<file path="src/u16u8_pkg.sv">
package u16u8_pkg;

  typedef struct packed {
    logic [7:0] in_byte;
    logic       stream_last;
  } in_item_t;

  typedef struct packed {
    logic [7:0] utf8_byte;
    logic       char_last;
    logic       stream_done;
    logic       error_flag;
  } out_item_t;

  // one classified character (or error) waiting for the serializer
  typedef struct packed {
    logic        err;
    logic        done;
    logic [20:0] cp;
  } job_t;

  localparam logic [5:0]  SURR_HIGH_TAG = 6'b110110;
  localparam logic [5:0]  SURR_LOW_TAG  = 6'b110111;
  localparam logic [20:0] SUPP_BASE     = 21'h10000;

  localparam logic [1:0] LEN1 = 2'd0;
  localparam logic [1:0] LEN2 = 2'd1;
  localparam logic [1:0] LEN3 = 2'd2;
  localparam logic [1:0] LEN4 = 2'd3;

  // utf-8 length minus one for a code point
  function automatic logic [1:0] utf8_len_m1(input logic [20:0] cp);
    logic [1:0] n;
    if (cp[20:16] != 5'd0) begin
      n = LEN4;
    end else if (cp[15:11] != 5'd0) begin
      n = LEN3;
    end else if (cp[10:7] != 4'd0) begin
      n = LEN2;
    end else begin
      n = LEN1;
    end
    return n;
  endfunction

  function automatic logic [7:0] utf8_byte_at(input logic [20:0] cp, input logic [1:0] len_m1,
                                              input logic [1:0] k);
    logic [1:0] grp;
    logic [5:0] bits;
    logic [7:0] b;
    grp = len_m1 - k;
    case (grp)
      2'd0:    bits = cp[5:0];
      2'd1:    bits = cp[11:6];
      2'd2:    bits = cp[17:12];
      default: bits = 6'd0;
    endcase
    if (k != 2'd0) begin
      b = {2'b10, bits};
    end else begin
      unique case (len_m1)
        LEN1:    b = {1'b0, cp[6:0]};
        LEN2:    b = {3'b110, cp[10:6]};
        LEN3:    b = {4'b1110, cp[15:12]};
        LEN4:    b = {5'b11110, cp[20:18]};
        default: b = 8'd0;
      endcase
    end
    return b;
  endfunction

endpackage

</file>
<file path="src/utf16_to_utf8_transcoder_top.sv">
// path: the first utf-8 byte of a character passes through the queue write, then the serializer
// load, after the transfer of the byte that completes its code unit
// throughput: one input byte per cycle while the 2-entry job queue has room; the output
// port moves one utf-8 byte per cycle while out_ready is high, so a stream of 3-byte
// characters is limited by the serializer
// reset: rst (synchronous) clears stream state, empties the queue, selects low byte first
module utf16_to_utf8_transcoder_top #(
  parameter int QUEUE_DEPTH = 2
) (
  input  logic                 clk,
  input  logic                 rst,
  input  logic                 cfg_we,
  input  logic                 cfg_wdata,
  input  logic                 in_valid,
  output logic                 in_ready,
  input  u16u8_pkg::in_item_t  in_item,
  output logic                 out_valid,
  input  logic                 out_ready,
  output u16u8_pkg::out_item_t out_item
);

  logic            q_push_valid, q_push_ready;
  u16u8_pkg::job_t q_push_data;
  logic            q_pop_valid, q_pop_ready;
  u16u8_pkg::job_t q_pop_data;

  u16u8_front u_front (
    .clk        (clk),
    .rst        (rst),
    .cfg_we     (cfg_we),
    .cfg_wdata  (cfg_wdata),
    .in_valid   (in_valid),
    .in_ready   (in_ready),
    .in_item    (in_item),
    .push_valid (q_push_valid),
    .push_ready (q_push_ready),
    .push_data  (q_push_data)
  );

  u16u8_queue #(
    .DEPTH (QUEUE_DEPTH)
  ) u_queue (
    .clk        (clk),
    .rst        (rst),
    .push_valid (q_push_valid),
    .push_ready (q_push_ready),
    .push_data  (q_push_data),
    .pop_valid  (q_pop_valid),
    .pop_ready  (q_pop_ready),
    .pop_data   (q_pop_data)
  );

  u16u8_back u_back (
    .clk       (clk),
    .rst       (rst),
    .pop_valid (q_pop_valid),
    .pop_ready (q_pop_ready),
    .pop_data  (q_pop_data),
    .out_valid (out_valid),
    .out_ready (out_ready),
    .out_item  (out_item)
  );

endmodule

</file>
<file path="src/u16u8_front.sv">
module u16u8_front (
  input  logic                clk,
  input  logic                rst,
  input  logic                cfg_we,
  input  logic                cfg_wdata,
  input  logic                in_valid,
  output logic                in_ready,
  input  u16u8_pkg::in_item_t in_item,
  output logic                push_valid,
  input  logic                push_ready,
  output u16u8_pkg::job_t     push_data
);

  logic        lo_first;
  logic [7:0]  held_byte, held_byte_next;
  logic        byte_phase, byte_phase_next;
  logic        high_pending, high_pending_next;
  logic [9:0]  high_bits, high_bits_next;
  logic        error_seen, error_seen_next;

  logic        accept;
  logic        gen;
  logic [15:0] unit;
  logic        is_high, is_low;

  // a byte is only taken when its possible job has room
  assign in_ready = push_ready;
  assign accept   = in_valid && in_ready;
  assign push_valid = accept && gen;

  assign unit = lo_first ? {in_item.in_byte, held_byte} : {held_byte, in_item.in_byte};
  assign is_high = (unit[15:10] == u16u8_pkg::SURR_HIGH_TAG);
  assign is_low  = (unit[15:10] == u16u8_pkg::SURR_LOW_TAG);

  always_comb begin
    logic err_hit;
    logic clear;
    err_hit = 1'b0;
    clear   = 1'b0;
    gen     = 1'b0;
    push_data = '0;
    held_byte_next    = held_byte;
    byte_phase_next   = byte_phase;
    high_pending_next = high_pending;
    high_bits_next    = high_bits;
    error_seen_next   = error_seen;

    if (error_seen) begin
      clear = in_item.stream_last;
    end else if (!byte_phase) begin
      if (in_item.stream_last) begin
        err_hit = 1'b1;
      end else begin
        held_byte_next  = in_item.in_byte;
        byte_phase_next = 1'b1;
      end
    end else begin
      byte_phase_next = 1'b0;
      if (high_pending) begin
        if (!is_low) begin
          err_hit = 1'b1;
        end else begin
          gen = 1'b1;
          push_data.cp = {1'b0, high_bits, unit[9:0]} + u16u8_pkg::SUPP_BASE;
          high_pending_next = 1'b0;
          high_bits_next    = 10'd0;
        end
      end else if (is_high) begin
        if (in_item.stream_last) begin
          err_hit = 1'b1;
        end else begin
          high_pending_next = 1'b1;
          high_bits_next    = unit[9:0];
        end
      end else if (is_low) begin
        err_hit = 1'b1;
      end else begin
        gen = 1'b1;
        push_data.cp = {5'd0, unit};
      end
      if (gen && in_item.stream_last) begin
        clear = 1'b1;
      end
    end

    if (err_hit) begin
      gen = 1'b1;
      push_data.err = 1'b1;
      push_data.cp  = '0;
      if (in_item.stream_last) begin
        clear = 1'b1;
      end else begin
        error_seen_next   = 1'b1;
        byte_phase_next   = 1'b0;
        high_pending_next = 1'b0;
        high_bits_next    = 10'd0;
        held_byte_next    = 8'd0;
      end
    end
    push_data.done = in_item.stream_last;

    if (clear) begin
      held_byte_next    = 8'd0;
      byte_phase_next   = 1'b0;
      high_pending_next = 1'b0;
      high_bits_next    = 10'd0;
      error_seen_next   = 1'b0;
    end
  end

  always_ff @(posedge clk) begin
    if (rst) begin
      lo_first <= 1'b1;
    end else if (cfg_we) begin
      lo_first <= cfg_wdata;
    end
  end

  always_ff @(posedge clk) begin
    if (rst) begin
      held_byte    <= 8'd0;
      byte_phase   <= 1'b0;
      high_pending <= 1'b0;
      high_bits    <= 10'd0;
      error_seen   <= 1'b0;
    end else if (accept) begin
      held_byte    <= held_byte_next;
      byte_phase   <= byte_phase_next;
      high_pending <= high_pending_next;
      high_bits    <= high_bits_next;
      error_seen   <= error_seen_next;
    end
  end

  // dropping mode always starts from a clean code-unit boundary
  a_drop_clean: assert property (@(posedge clk) disable iff (rst)
    error_seen |-> (!byte_phase && !high_pending))
    else $error("front: dropping with partial unit held");

  // an accepted byte with stream_last always ends the stream
  a_last_clears: assert property (@(posedge clk) disable iff (rst)
    (accept && in_item.stream_last) |=> (!byte_phase && !high_pending && !error_seen))
    else $error("front: stream state not cleared at stream end");

endmodule

</file>
<file path="src/u16u8_queue.sv">
module u16u8_queue #(
  parameter int DEPTH = 2
) (
  input  logic            clk,
  input  logic            rst,
  input  logic            push_valid,
  output logic            push_ready,
  input  u16u8_pkg::job_t push_data,
  output logic            pop_valid,
  input  logic            pop_ready,
  output u16u8_pkg::job_t pop_data
);

  localparam int AW = (DEPTH > 1) ? $clog2(DEPTH) : 1;
  localparam int CW = $clog2(DEPTH + 1);

  u16u8_pkg::job_t slots [DEPTH];
  logic [AW-1:0]   wr_ptr, rd_ptr;
  logic [CW-1:0]   count;
  logic            do_push, do_pop;

  assign push_ready = (count != CW'(DEPTH));
  assign pop_valid  = (count != '0);
  assign pop_data   = slots[rd_ptr];
  assign do_push    = push_valid && push_ready;
  assign do_pop     = pop_valid && pop_ready;

  always_ff @(posedge clk) begin
    if (do_push) begin
      slots[wr_ptr] <= push_data;
    end
  end

  always_ff @(posedge clk) begin
    if (rst) begin
      wr_ptr <= '0;
      rd_ptr <= '0;
      count  <= '0;
    end else begin
      if (do_push) begin
        wr_ptr <= (wr_ptr == AW'(DEPTH - 1)) ? '0 : wr_ptr + 1'b1;
      end
      if (do_pop) begin
        rd_ptr <= (rd_ptr == AW'(DEPTH - 1)) ? '0 : rd_ptr + 1'b1;
      end
      if (do_push && !do_pop) begin
        count <= count + 1'b1;
      end else if (do_pop && !do_push) begin
        count <= count - 1'b1;
      end
    end
  end

  a_no_overflow: assert property (@(posedge clk) disable iff (rst)
    count <= CW'(DEPTH))
    else $error("queue: occupancy beyond depth");

endmodule

</file>
<file path="src/u16u8_back.sv">
module u16u8_back (
  input  logic                 clk,
  input  logic                 rst,
  input  logic                 pop_valid,
  output logic                 pop_ready,
  input  u16u8_pkg::job_t      pop_data,
  output logic                 out_valid,
  input  logic                 out_ready,
  output u16u8_pkg::out_item_t out_item
);

  u16u8_pkg::job_t cur;
  logic            cur_valid;
  logic [1:0]      idx;
  logic [1:0]      len_m1;
  logic            is_final;
  logic            out_xfer;

  assign len_m1   = cur.err ? u16u8_pkg::LEN1 : u16u8_pkg::utf8_len_m1(cur.cp);
  assign is_final = (idx == len_m1);
  assign out_valid = cur_valid;
  assign out_xfer  = cur_valid && out_ready;
  // next job loads in the same cycle the last byte of this one transfers
  assign pop_ready = !cur_valid || (out_ready && is_final);

  always_comb begin
    out_item.utf8_byte   = cur.err ? 8'd0 : u16u8_pkg::utf8_byte_at(cur.cp, len_m1, idx);
    out_item.char_last   = is_final;
    out_item.stream_done = is_final && cur.done;
    out_item.error_flag  = cur.err;
  end

  always_ff @(posedge clk) begin
    if (pop_valid && pop_ready) begin
      cur <= pop_data;
    end
  end

  always_ff @(posedge clk) begin
    if (rst) begin
      cur_valid <= 1'b0;
      idx       <= 2'd0;
    end else if (pop_valid && pop_ready) begin
      cur_valid <= 1'b1;
      idx       <= 2'd0;
    end else if (out_xfer) begin
      if (is_final) begin
        cur_valid <= 1'b0;
        idx       <= 2'd0;
      end else begin
        idx <= idx + 1'b1;
      end
    end
  end

  a_err_single: assert property (@(posedge clk) disable iff (rst)
    (cur_valid && cur.err) |-> (idx == 2'd0))
    else $error("back: error result spans several bytes");

  a_idx_range: assert property (@(posedge clk) disable iff (rst)
    cur_valid |-> (idx <= len_m1))
    else $error("back: byte index past character length");

endmodule

</file>
<file path="config.mk">
export PLATFORM = sky130hd
export DESIGN_NAME = utf16_to_utf8_transcoder_top
export DESIGN_NICKNAME = d
export VERILOG_FILES = /design/src/u16u8_pkg.sv /design/src/utf16_to_utf8_transcoder_top.sv /design/src/u16u8_front.sv /design/src/u16u8_queue.sv /design/src/u16u8_back.sv
export SDC_FILE = /design/constraint.sdc
export NUM_CORES = 1
export LEC_CHECK = 0
export ABC_AREA = 1
export BUFFER_PORTS_ARGS = -buffer_cell sky130_fd_sc_hd__buf_2
export CAP_MARGIN = 15
export CORE_MARGIN = 4
export CORE_UTILIZATION = 47
export CTS_CLUSTER_SIZE = 8
export DETAILED_ROUTE_END_ITERATION = 8
export MAX_ROUTING_LAYER = met4
export PLACE_DENSITY_LB_ADDON = 0.05
export SETUP_SLACK_MARGIN = 0.05
export SKIP_LAST_GASP = 1
export SYNTH_ARGS = -nofsm -noshare
export SYNTH_HDL_FRONTEND = slang
export SYNTH_SLANG_ARGS = --single-unit
</file>
<file path="constraint.sdc">
create_clock -name clk -period 3.8 [get_ports clk]
set_input_delay 0.95 -clock clk [delete_from_list [all_inputs] [get_ports clk]]
set_output_delay 0.95 -clock clk [all_outputs]
set_load 0.1 [all_outputs]
</file>
# Word level (Yosys, flattened, before mapping)

Memories as Yosys holds them, arrays and structs flattened. A register that Yosys moved wholly into a read port is not among the register bits.
Index checks and enable logic that the tools add are counted.

$add $sub $neg: 7
Equal/unequal tests: 10
Multiplexer cells: 77
Reduce and logical (&&, ||, !) cells: 28

Operator list:

| operator                                               | count |
|---|---|
| two-way mux 21 bit                                     | 6 |
| two-way mux 10 bit                                     | 9 |
| two-way mux 8 bit                                      | 8 |
| two-way mux 1 bit                                      | 44 |
| two-way mux 16 bit                                     | 2 |
| one-hot mux 8 bit (4 select lines)                     | 1 |
| adder 20 x 17 -> 21 bit (second input constant)        | 1 |
| one-hot mux 6 bit (3 select lines)                     | 1 |
| == test 6 bit (second input constant)                  | 2 |
| two-way mux 2 bit                                      | 6 |
| nonzero test 2 bit                                     | 6 |
| logical AND 1 bit                                      | 10 |
| nonzero test 5 bit                                     | 2 |
| == test 2 bit (second input constant)                  | 3 |
| adder 2 x 1 -> 2 bit (second input constant)           | 2 |
| == test 2 x 1 -> 1 bit (second input constant)         | 2 |
| logical NOT 2 bit                                      | 2 |
| nonzero test 4 bit                                     | 1 |
| logical NOT 1 bit                                      | 3 |
| AND reduction 3 bit                                    | 1 |
| adder 1 bit (second input constant)                    | 2 |
| == test 2 bit                                          | 1 |
| inequality test 2 x 1 -> 1 bit (second input constant) | 1 |
| inequality test 2 bit (second input constant)          | 1 |
| other kinds (5)                                        | 5 |

Register bits after elaboration: 29
Bits in writable memories: 46
Input bits: 15
Output and inout port bits: 13
Logic and storage cells: 134
Memories: 1

Memory list:

| memory        | words | width | read ports | clocked after memory_dff | wr ports | line              | RTL |
|---|---|---|---|---|---|---|---|
| u_queue.slots | 2     | 23    | 1          | 1                        | 1        | u16u8_queue.sv:17 | `u16u8_pkg::job_t slots [DEPTH];` |

# Logic depth before layout (Yosys ltp)

Gate-level depths: netlist of the first run.

Depth after elaboration: 16
Mapped depth: 17
Depth with buffers taken out: 17

# By module

A second synthesis of the first run with hierarchy kept.

Cell total of the unflattened synthesis: 582
Area, all modules: 5301.3 um^2

By module, submodules not included:

| module      | instances | cells an instance | area an instance (um^2) | sequential area each (um^2) |
|---|---|---|---|---|
| u16u8_queue | 1         | 108               | 1901.8                  | 1481.4 |
| u16u8_front | 1         | 305               | 1811.7                  | 440.4 |
| u16u8_back  | 1         | 169               | 1587.8                  | 750.7 |

# Least setup slack after synthesis of the first run

No wires, ideal clock.

Kind: flip-flop to output port
From: reg, netlist name u_back.cur[12]
To: out out_item[5] (netlist bit)
Data arrival time: 3234 ps
Data required time: 2850 ps
Path slack: -384 ps
Stages on the path, launching flop included: 12
Path buffers: 1
Path through: edfxtp_1 or2_1 nor2_2 inv_1 o21ai_2 nand2_1 ha_1 clkbuf_1 nand3_1 nand3_1 nor2_1 nor2_1

RTL lines:

| what      | line                               | RTL |
|---|---|---|
| to (decl) | utf16_to_utf8_transcoder_top.sv:19 | `output u16u8_pkg::out_item_t out_item` |

==> results_dict.tcl, run 1 <==
set metrics [dict create \
    crit_top_cell "nand3_1" \
    power_frac_seq_pct 37.5 \
    via_per_inst 5.35 \
    end_kind "output pin" \
    cp_max_fo 6 \
    layout_min_cycle_time_ns 3.55 \
    antenna_found_initial 0 \
    fin_nets 591 \
    die_area_um2 12500 \
    maxCapViolCount 0 \
    tritoncts.num_buffers 9 \
    worstSetupEndpoint "out_item[6]" \
    rr_startpoint "u_back.cur[12]$_DFFE_PP_" \
    layout-drive-gt1-share_pct 23.7 \
    finalInstanceArea_um2 5690 \
    yosys_most_used_dff "edfxtp_1" \
    pwr-share-clk_pct 16.9 \
    combPwrFrac_pct 45.6 \
    swShare_pct 43.4 \
    core-area_um2 10400 \
    grt_max_degree 26 \
    grt_pass1_vias 3628 \
    relSlewSlack_pct 25.4 \
    p_sw_mw 1.86 \
    dpl-instance-area_um2 5370 \
    yosys_register_bits 98 \
    portBuffers 27 \
    fin_tns_setup_ns 0 \
    r2r_slack_ns 1.01 \
    hold_viol 0 \
    fmax_ghz 0.281 \
    ant_nets 0 \
    drv_slew 0 \
    arrival_ns 2.60 \
    rows 37 \
    total_power_mw 4.29 \
    overflow 0 \
    netlist_area_um2 5050 \
    cellLeakagePower_nw 2.15 \
    dr.first_iter.drc_count 247 \
    crit_required_ns 2.85 \
    track_usage_pct 18.1 \
    startpoint_type "flip-flop" \
    clock-root-buffer "clkbuf_8" \
    clock_latency_ns 0.35 \
    worst_slack_ns 0.247 \
    cp_cell_sequence "or2_4 > nor2_4 > inv_2 > o21ai_2 > nand2_2 > ha_4 > inv_1 > nand3_2 > nand2_4 > nand3_1 > nand3_1 > nor2_1 > nor2_2 > buf_12" \
    ys_warn_count 0 \
    slowest_delay_ns 0.43 \
    place_worst_setup_slack_ns 0.309 \
    hold_start "u_front.held_byte[2]$_SDFFE_PP0P_" \
    async_flop_share_pct 0 \
    holdPathStages 2 \
    max-vdd-ir-drop_mv 0.479 \
    syn_nets 564 \
    die_y_um 112 \
    cp-startpoint "u_back.cur[12]$_DFFE_PP_" \
    gp_congestion 0.876 \
    start_util_pct 48.5 \
    wl_um 10800 \
    power_density_nw_per_um2 753 \
    power.internal_mw 2.43 \
    vias 3818 \
    ctsHoldBuffers 0 \
    regToRegEndpoint "u_queue.count[1]$_SDFFE_PP0P_" \
    syn_to_final_growth_pct 12.6 \
    worstSetupPathType "reg2out" \
    grt_pass1_wl_um 17700 \
    cts_tree "built" \
    htree_levels 3 \
    syn_inst 545 \
    die_w_um 112 \
    wl_per_cell_um 15.2 \
    first_pass_iters 4 \
    cts.sinks 98 \
    synth_edf_count 69 \
    rr_worst_depth 16 \
    finalCritPeriodShare_pct 93.5 \
    diodes 0 \
    io_pins 28 \
    synth_cell_types 37 \
    dpl.hpwl_um 7620 \
    status "finished clean" \
    cp_slowest_cell "edfxtp_1" \
    ys_seq_area_share_pct 52.5 \
    post-route-drc-count 0 \
    worst_pin_slew_ns 1.12 \
    setup_violations 0 \
    rsz0062_at_grt "no" \
    clk_pin_slew_ns 0.09 \
    fin_skew_ns 0.0125 \
    ctsLongestPathBuffers 2 \
    hp-class "reg2reg" \
    syn_area_per_cell_um2 9.27 \
]
[worst max-delay path, delay by kind of cell (launching register included)]
| family | cells | cell delay [ns] |
|---|---|---|
| AO/OA/AOI/OAI | 1 | 0.19 |
| flip-flops | 1 | 0.43 |
| adder cells (fa/ha/maj) | 1 | 0.18 |
| AND/OR/NAND/NOR | 9 | 1.14 |
| buffers and inverters | 3 | 0.33 |
[sequential cells by signal, indices dropped and copies added, names as in the netlist]
register	cells
u_queue.wr_ptr	1
u_queue.count	2
u_back.idx	2
u_front.byte_phase	1
u_queue.slots	46
u_front.lo_first	1
u_back.cur	22
u_front.error_seen	1
u_front.high_pending	1
u_queue.rd_ptr	1
u_front.held_byte	8
u_front.high_bits	10
u_back.out_valid	1
u_back.out_item	1
[through the flow]
stage | hold slack, ns | util, % | instances
after floorplan | 0.458 | - | 545
after global placement | 0.468 | 51.6 | 689
after detailed placement | 0.472 | 51.6 | 689
after CTS | 0.486 | 53.8 | 705
after global routing | 0.516 | 54.6 | 713
final | 0.484 | 54.6 | 713
[power by group through the flow]
| stage | registers (mW) | clock network [mW] | logic, mW |
|---|---|---|---|
| 4_1_cts | 1.61 | 0.751 | 1.88 |
| 3_5_place_dp | 1.64 | 0 | 1.86 |
| 6_report | 1.61 | 0.726 | 1.95 |
| 2_1_floorplan | 1.57 | 0 | 1.46 |
| 3_3_place_gp | 1.64 | 0 | 1.84 |
| 5_1_grt | 1.63 | 0.797 | 2.09 |
[routing by layer]
| layer | track usage [%] | part of all wire [%] | up-vias |
|---|---|---|---|
| met4 | 7.70 | 2.1 | 0 |
| met5 | - | 0 | - |
| met2 | 29.6 | 49 | 82 |
| met1 | 22.4 | 46 | 1793 |
| li1 | - | - | 1926 |
| met3 | 2.72 | 3.5 | 17 |
[cell usage in the layout (no fill, tap or decap), types with 6 or more instances in the layout]
cell	synthesis	final
nor2_2	4	10
dfxtp_1	29	29
o21ai_2	12	12
inv_1	51	50
a21oi_1	29	29
mux2_2	23	23
clkbuf_8	0	9
nand2_2	9	12
buf_4	4	16
nor2_1	46	39
o21ai_0	33	33
nand3_1	62	60
edfxtp_1	69	69
buf_12	0	6
buf_2	9	21
nand4_1	21	21
nand2_1	93	90
[synth_stat cells, types with 4 or more instances]
cell      instances  share of area [%]
inv_1            51                3.8
nand2_4           4               0.89
nand2_1          93                6.9
o21ai_0          33                3.3
mux2_2           23                5.1
nor2_4            4               0.89
dfxtp_1          29                 11
clkbuf_1         11               0.82
ha_1              4               0.99
edfxtp_1         69                 41
buf_2             9               0.89
buf_4             4               0.59
nand3_1          62                6.1
o21ai_2          12                2.1
nand4_1          21                2.6
nand2_2           9                1.1
nor2_1           46                3.4
inv_2             4               0.30
nor2_2            4               0.49
a21oi_1          29                2.9
[cells by family after synthesis]
| group | share of synthesized area, % |
|---|---|
| AO/OA/AOI/OAI | 10.1 |
| adder cells (fa/ha/maj) | 0.990 |
| AND/OR/NAND/NOR | 23.4 |
| buffers and inverters | 7.35 |
| XOR/XNOR | 0.520 |
| multiplexers | 5.12 |
| flip-flops | 52.5 |
[worst min path at each step]
| stage | endpoint | slack (ns) |
|---|---|---|
| after global routing | u_queue.count[1]$_SDFFE_PP0P_ | 0.52 |
| after CTS | u_front.held_byte[2]$_SDFFE_PP0P_ | 0.49 |
| after global placement | u_front.high_bits[5]$_SDFFE_PP0P_ | 0.47 |
| after floorplan | u_front.held_byte[2]$_SDFFE_PP0P_ | 0.46 |
| after detailed placement | u_front.held_byte[2]$_SDFFE_PP0P_ | 0.47 |
| final | u_front.held_byte[2]$_SDFFE_PP0P_ | 0.48 |
[cell type report]
cell class	instances	area, um2
multi-input combinational	365	2100
fill	992	4730
sequential	98	2650
timing repair buffer	43	345
clock buffer	10	128
inverter	55	206
clock inverter	6	91.3
tap	136	170
[what timing repair did]
action / 4_1_cts / 5_1_grt
resized for setup: 4 / 7
setup buffers: 0 / 7
pin swaps: 0 / 8
setup endpoints to repair: 6 / 6
gates cloned: 0 / 1
(Power assumes the default switching activity.)
==> run 2, diff against run 1 <==
Clock period 3.8 ns to 3.54 ns, I/O delays scaled along.
==> run 2 against run 1 <==
Against the previous run:
- critical endpoint is now out_item[5]
- non-clock buffer count increased by 4
- flip-flop and latch count unchanged
- setup slack got worse by 0.15 ns
- highest routed layer unchanged
==> results_dict.tcl, run 2 (same netlist as run 1, synthesis figures left out) <==
set metrics [dict create \
    status "finished clean" \
    clk_pin_slew_ns 0.09 \
    rows 37 \
    arrival_ns 2.55 \
    combPwrFrac_pct 48.6 \
    maxCapViolCount 0 \
    gp_congestion 0.898 \
    power.internal_mw 2.53 \
    layout-drive-gt1-share_pct 26.0 \
    rr_worst_depth 16 \
    largest_register_ffs 46 \
    diodes 0 \
    pwr-share-clk_pct 14.0 \
    die_y_um 112 \
    reg.largest.list "u_queue.slots (46), u_back.cur (22), u_front.high_bits (10)" \
    finalInstanceArea_um2 5780 \
    ant_nets 0 \
    track_usage_pct 18.4 \
    power_density_nw_per_um2 793 \
    swShare_pct 44.7 \
    ctsHoldBuffers 0 \
    grt_max_degree 26 \
    final_common_cell "nand2_1" \
    wl_per_cell_um 15.2 \
    wl_um 10900 \
    post-route-util_pct 55.5 \
    crit_top_cell "nand3_1" \
    dpl-instance-area_um2 5430 \
    max-vdd-ir-drop_mv 0.531 \
    io_pins 28 \
    core-area_um2 10400 \
    cellLeakagePower_nw 2.16 \
    cp_slowest_cell "edfxtp_1" \
    fin_skew_ns 0.0108 \
    post-route-drc-count 0 \
    hp-class "reg2reg" \
    p_sw_mw 2.05 \
    drv_slew 0 \
    crit_required_ns 2.65 \
    dpl.hpwl_um 7700 \
    via_per_inst 5.35 \
    fmax_ghz 0.291 \
    portBuffers 27 \
    dp.cells 690 \
    power_frac_seq_pct 37.4 \
    dr.first_iter.drc_count 267 \
    startpoint_type "flip-flop" \
    finalCritPeriodShare_pct 97.2 \
    syn_to_final_growth_pct 14.3 \
    tritoncts.num_buffers 9 \
    final_cell_mix "nand2_1, edfxtp_1, nand3_1, inv_1, nor2_1" \
    htree_levels 3 \
    worstSetupPathType "reg2out" \
    grt_pass1_wl_um 18100 \
    cp_max_fo 7 \
    slowest_delay_ns 0.39 \
    relSlewSlack_pct 25.0 \
    holdPathStages 2 \
    setup_violations 0 \
    first_pass_iters 5 \
    start_util_pct 48.5 \
    cts.sinks 98 \
    hold_viol 0 \
    vias 3835 \
    layout_min_cycle_time_ns 3.44 \
    die_w_um 112 \
    end_kind "output pin" \
    clock-root-buffer "clkbuf_8" \
    cts_tree "built" \
    overflow 0 \
    cp_cell_sequence "or2_1 > nor2_4 > inv_2 > o21ai_4 > nand2_2 > ha_4 > inv_1 > nand3_1 > nand3_1 > nor2_1 > nor2_2 > buf_12" \
    post_layout_nonfiller_instances 717 \
    clock_latency_ns 0.36 \
    fin_nets 595 \
    grt_pass1_vias 3680 \
    worst_pin_slew_ns 1.12 \
    die_area_um2 12500 \
    top_register "u_queue.slots" \
    ctsLongestPathBuffers 2 \
    antenna_found_initial 0 \
]
-- run 2: routing by layer --
metal / GRT usage [%] / wire length (um) / up-vias
met1: 22.6 / 4760 / 1777
met3: 2.88 / 419 / 27
met5: - / 0 / -
met2: 30.6 / 5390 / 96
met4: 6.97 / 331 / 0
li1: - / - / 1935
-- run 2: final cells by class --
cell class | count | area, um2
Clock buffer | 10 | 128
Clock inverter | 6 | 43.8
Fill cell | 979 | 4640
Inverter | 55 | 206
Multi-Input combinational cell | 365 | 2170
Sequential cell | 98 | 2650
Tap cell | 136 | 170
Timing Repair Buffer | 47 | 409
-- run 2: power by group through the flow --
stage          sequential (mW)  clock [mW]  combinational [mW]
2_1_floorplan             1.68           0                1.59
5_1_grt                   1.75       0.710                2.38
4_1_cts                   1.72       0.656                2.12
6_report                  1.72       0.640                2.23
3_5_place_dp              1.75           0                2.07
3_3_place_gp              1.74           0                2.06
-- run 2: per-stage QoR --
step           power [mW]  setup slack, ns  setup TNS (ns)  hold WS, ns
2_1_floorplan        3.27           -0.111          -0.111        0.458
3_3_place_gp         3.80            0.285               0        0.467
3_5_place_dp         3.82            0.173               0        0.476
4_1_cts              4.49           0.0819               0        0.491
5_1_grt              4.84          -0.0230         -0.0268        0.522
6_report             4.58            0.100               0        0.490
-- run 2: worst max-delay path, delay by kind of cell, from the launching register on --
family,cells,cell delay [ns]
compound gates,1,0.17
simple gates,7,0.94
flops,1,0.39
buf+inv,3,0.45
fa+ha+maj,1,0.25
-- run 2: what timing repair did --
item / CTS / global route
endpoints found under the setup margin: 6 / 6
gates resized for setup: 5 / 17
buffers inserted: 2 / 8
pin swaps: 1 / 9
cloned: 0 / 1
-- run 2: final timing paths --
check / from / end / slack, ns
worst min-delay path: u_front.high_bits[5]$_SDFFE_PP0P_ / u_front.high_bits[5]$_SDFFE_PP0P_ / 0.49
worst max-delay path: u_back.cur[11]$_DFFE_PP_ / out_item[5] / 0.10
worst max register to register: u_back.cur[11]$_DFFE_PP_ / u_queue.count[1]$_SDFFE_PP0P_ / 0.83
worst min register to register: u_front.high_bits[5]$_SDFFE_PP0P_ / u_front.high_bits[5]$_SDFFE_PP0P_ / 0.49
==> run 3, diff against run 2 <==
Settings changed: CELL_PAD_IN_SITES_DETAIL_PLACEMENT set to 1, CELL_PAD_IN_SITES_GLOBAL_PLACEMENT set to 1.
==> run 3 against run 2 <==
Against the previous run:
- via count grew 4.2%
- critical endpoint is now out_item[8]
- count of clock-buffer cells in the layout shrank 1
- critical path type unchanged
- clock power grew 7.2%
- clock skew grew 0.0020 ns
- largest cell class unchanged
- power grew 4.1%
- non-clock buffer count is the same
- die area is the same
==> results_dict.tcl, run 3 (same netlist as run 1, synthesis figures left out) <==
set metrics [dict create \
    power_frac_seq_pct 36.2 \
    clock-root-buffer "clkbuf_8" \
    portBuffers 27 \
    end_kind "output pin" \
    power.internal_mw 2.58 \
    p_sw_mw 2.19 \
    layout-drive-gt1-share_pct 27.9 \
    dr.first_iter.drc_count 264 \
    post_layout_nonfiller_instances 717 \
    ant_nets 0 \
    final_cell_mix "nand2_1, edfxtp_1, inv_1, nand3_1, nor2_1" \
    antenna_found_initial 0 \
    grt_max_degree 26 \
    final_common_cell "nand2_1" \
    r2r_slack_ns 0.73 \
    total_power_mw 4.77 \
    regToRegEndpoint "u_queue.count[1]$_SDFFE_PP0P_" \
    relSlewSlack_pct 27.6 \
    tritoncts.num_buffers 9 \
    fin_nets 595 \
    fmax_ghz 0.290 \
    power_density_nw_per_um2 816 \
    via_per_inst 5.57 \
    hold_path_end "u_front.held_byte[2]$_SDFFE_PP0P_" \
    post-route-drc-count 0 \
    cts_tree "built" \
    first_pass_iters 4 \
    rsz0062_at_grt "yes" \
    core-area_um2 10400 \
    reg.largest.list "u_queue.slots (46), u_back.cur (22), u_front.high_bits (10)" \
    rows 37 \
    grt_pass1_wl_um 21200 \
    hold_viol 0 \
    combPwrFrac_pct 49.4 \
    wl_per_cell_um 17.9 \
    die_w_um 112 \
    top_register "u_queue.slots" \
    dp.cells 690 \
    cts.sinks 98 \
    layout_min_cycle_time_ns 3.45 \
    ctsLongestPathBuffers 2 \
    place_worst_setup_slack_ns 0.101 \
    htree_levels 3 \
    startpoint_type "flip-flop" \
    max-vdd-ir-drop_mv 0.599 \
    largest_register_ffs 46 \
    vias 3996 \
    rr_startpoint "u_back.cur[11]$_DFFE_PP_" \
    rr_worst_depth 16 \
    syn_to_final_growth_pct 15.7 \
    crit_required_ns 2.65 \
    hp-class "reg2reg" \
    die_y_um 112 \
    grt_pass1_vias 4200 \
    cp_max_fo 7 \
    drv_slew 0 \
    overflow 0 \
    status "finished clean" \
    ctsHoldBuffers 0 \
    worst_slack_ns 0.0945 \
    diodes 0 \
    track_usage_pct 21.8 \
    wl_um 12900 \
    finalInstanceArea_um2 5850 \
    worst_pin_slew_ns 1.08 \
    dpl-instance-area_um2 5430 \
    cellLeakagePower_nw 2.20 \
    dpl.hpwl_um 9060 \
    die_area_um2 12500 \
    gp_congestion 0.882 \
    clk_pin_slew_ns 0.10 \
    worstSetupPathType "reg2out" \
    finalCritPeriodShare_pct 97.3 \
    hold_start "u_front.held_byte[2]$_SDFFE_PP0P_" \
    swShare_pct 46.0 \
    fillerInstances 1233 \
    setup_violations 0 \
    arrival_ns 2.56 \
    holdPathStages 2 \
    io_pins 28 \
    clock_latency_ns 0.37 \
    maxCapViolCount 0 \
    fin_skew_ns 0.0129 \
    pwr-share-clk_pct 14.4 \
    hold_slack_ns 0.490 \
    start_util_pct 48.5 \
]
## run 3: layout make-up
type / count / area (um2) / area share (%)
clock buffer: 9 / 124 / 2.12
clock inverter: 7 / 58.8 / 1.01
inverter: 55 / 213 / 3.64
multi-input combinational: 365 / 2220 / 37.9
sequential: 98 / 2650 / 45.4
tap: 136 / 170 / 2.91
timing repair buffer: 47 / 413 / 7.06
## run 3: per-layer routing
layer  vias up  track usage, %  wire, um  share of wire [%]
met5         -               -         0                  0
met4         0            10.1       423                3.3
met3        28            2.28       276                2.1
met2        69            38.2      6770                 53
met1      1967            25.0      5380                 42
li1       1932               -         -                  -
## run 3: repair_timing
action | CTS | global route
setup endpoints to repair | 6 | 6
pin swaps | 7 | 18
setup buffers | 6 | 4
gates resized for setup | 9 | 27
gates cloned | 1 | 0
## run 3: power by group through the flow
stage               clock, mW  sequential (mW)  combinational [mW]
floorplan                   0             1.68                1.59
global placement            0             1.73                2.06
detailed placement          0             1.76                2.12
CTS                     0.701             1.73                2.22
global route            0.751             1.76                2.52
finish                  0.686             1.73                2.36
## run 3: how the worst max path moves through the flow
| stage | endpoint | from |
|---|---|---|
| after floorplan | out_item[5] | u_back.cur[12]$_DFFE_PP_ |
| after global placement | out_item[5] | u_back.cur[12]$_DFFE_PP_ |
| after detailed placement | out_item[5] | u_back.cur[12]$_DFFE_PP_ |
| after CTS | out_item[5] | u_back.cur[13]$_DFFE_PP_ |
| after global routing | out_item[5] | u_back.cur[11]$_DFFE_PP_ |
| final | out_item[8] | u_back.cur[11]$_DFFE_PP_ |
## run 3: critical path: stages, from the launching register on
cell        delay (ns)
edfxtp_1          0.40
or2_1             0.25
nor2_2            0.16
inv_2             0.06
o21ai_2           0.14
nand2_2           0.10
ha_4              0.32
clkinvlp_4        0.19
nand3_2           0.13
nand3_2           0.10
nor2_4            0.14
nor2_4            0.05
buf_12            0.16
## run 3: per-stage QoR
step | utilization (%) | setup TNS [ns]
finish | 56.1 | 0
global route | 56.1 | -0.349
CTS | 54.8 | 0
detailed placement | 52.1 | 0
global placement | 52.1 | 0
floorplan | - | -0.111
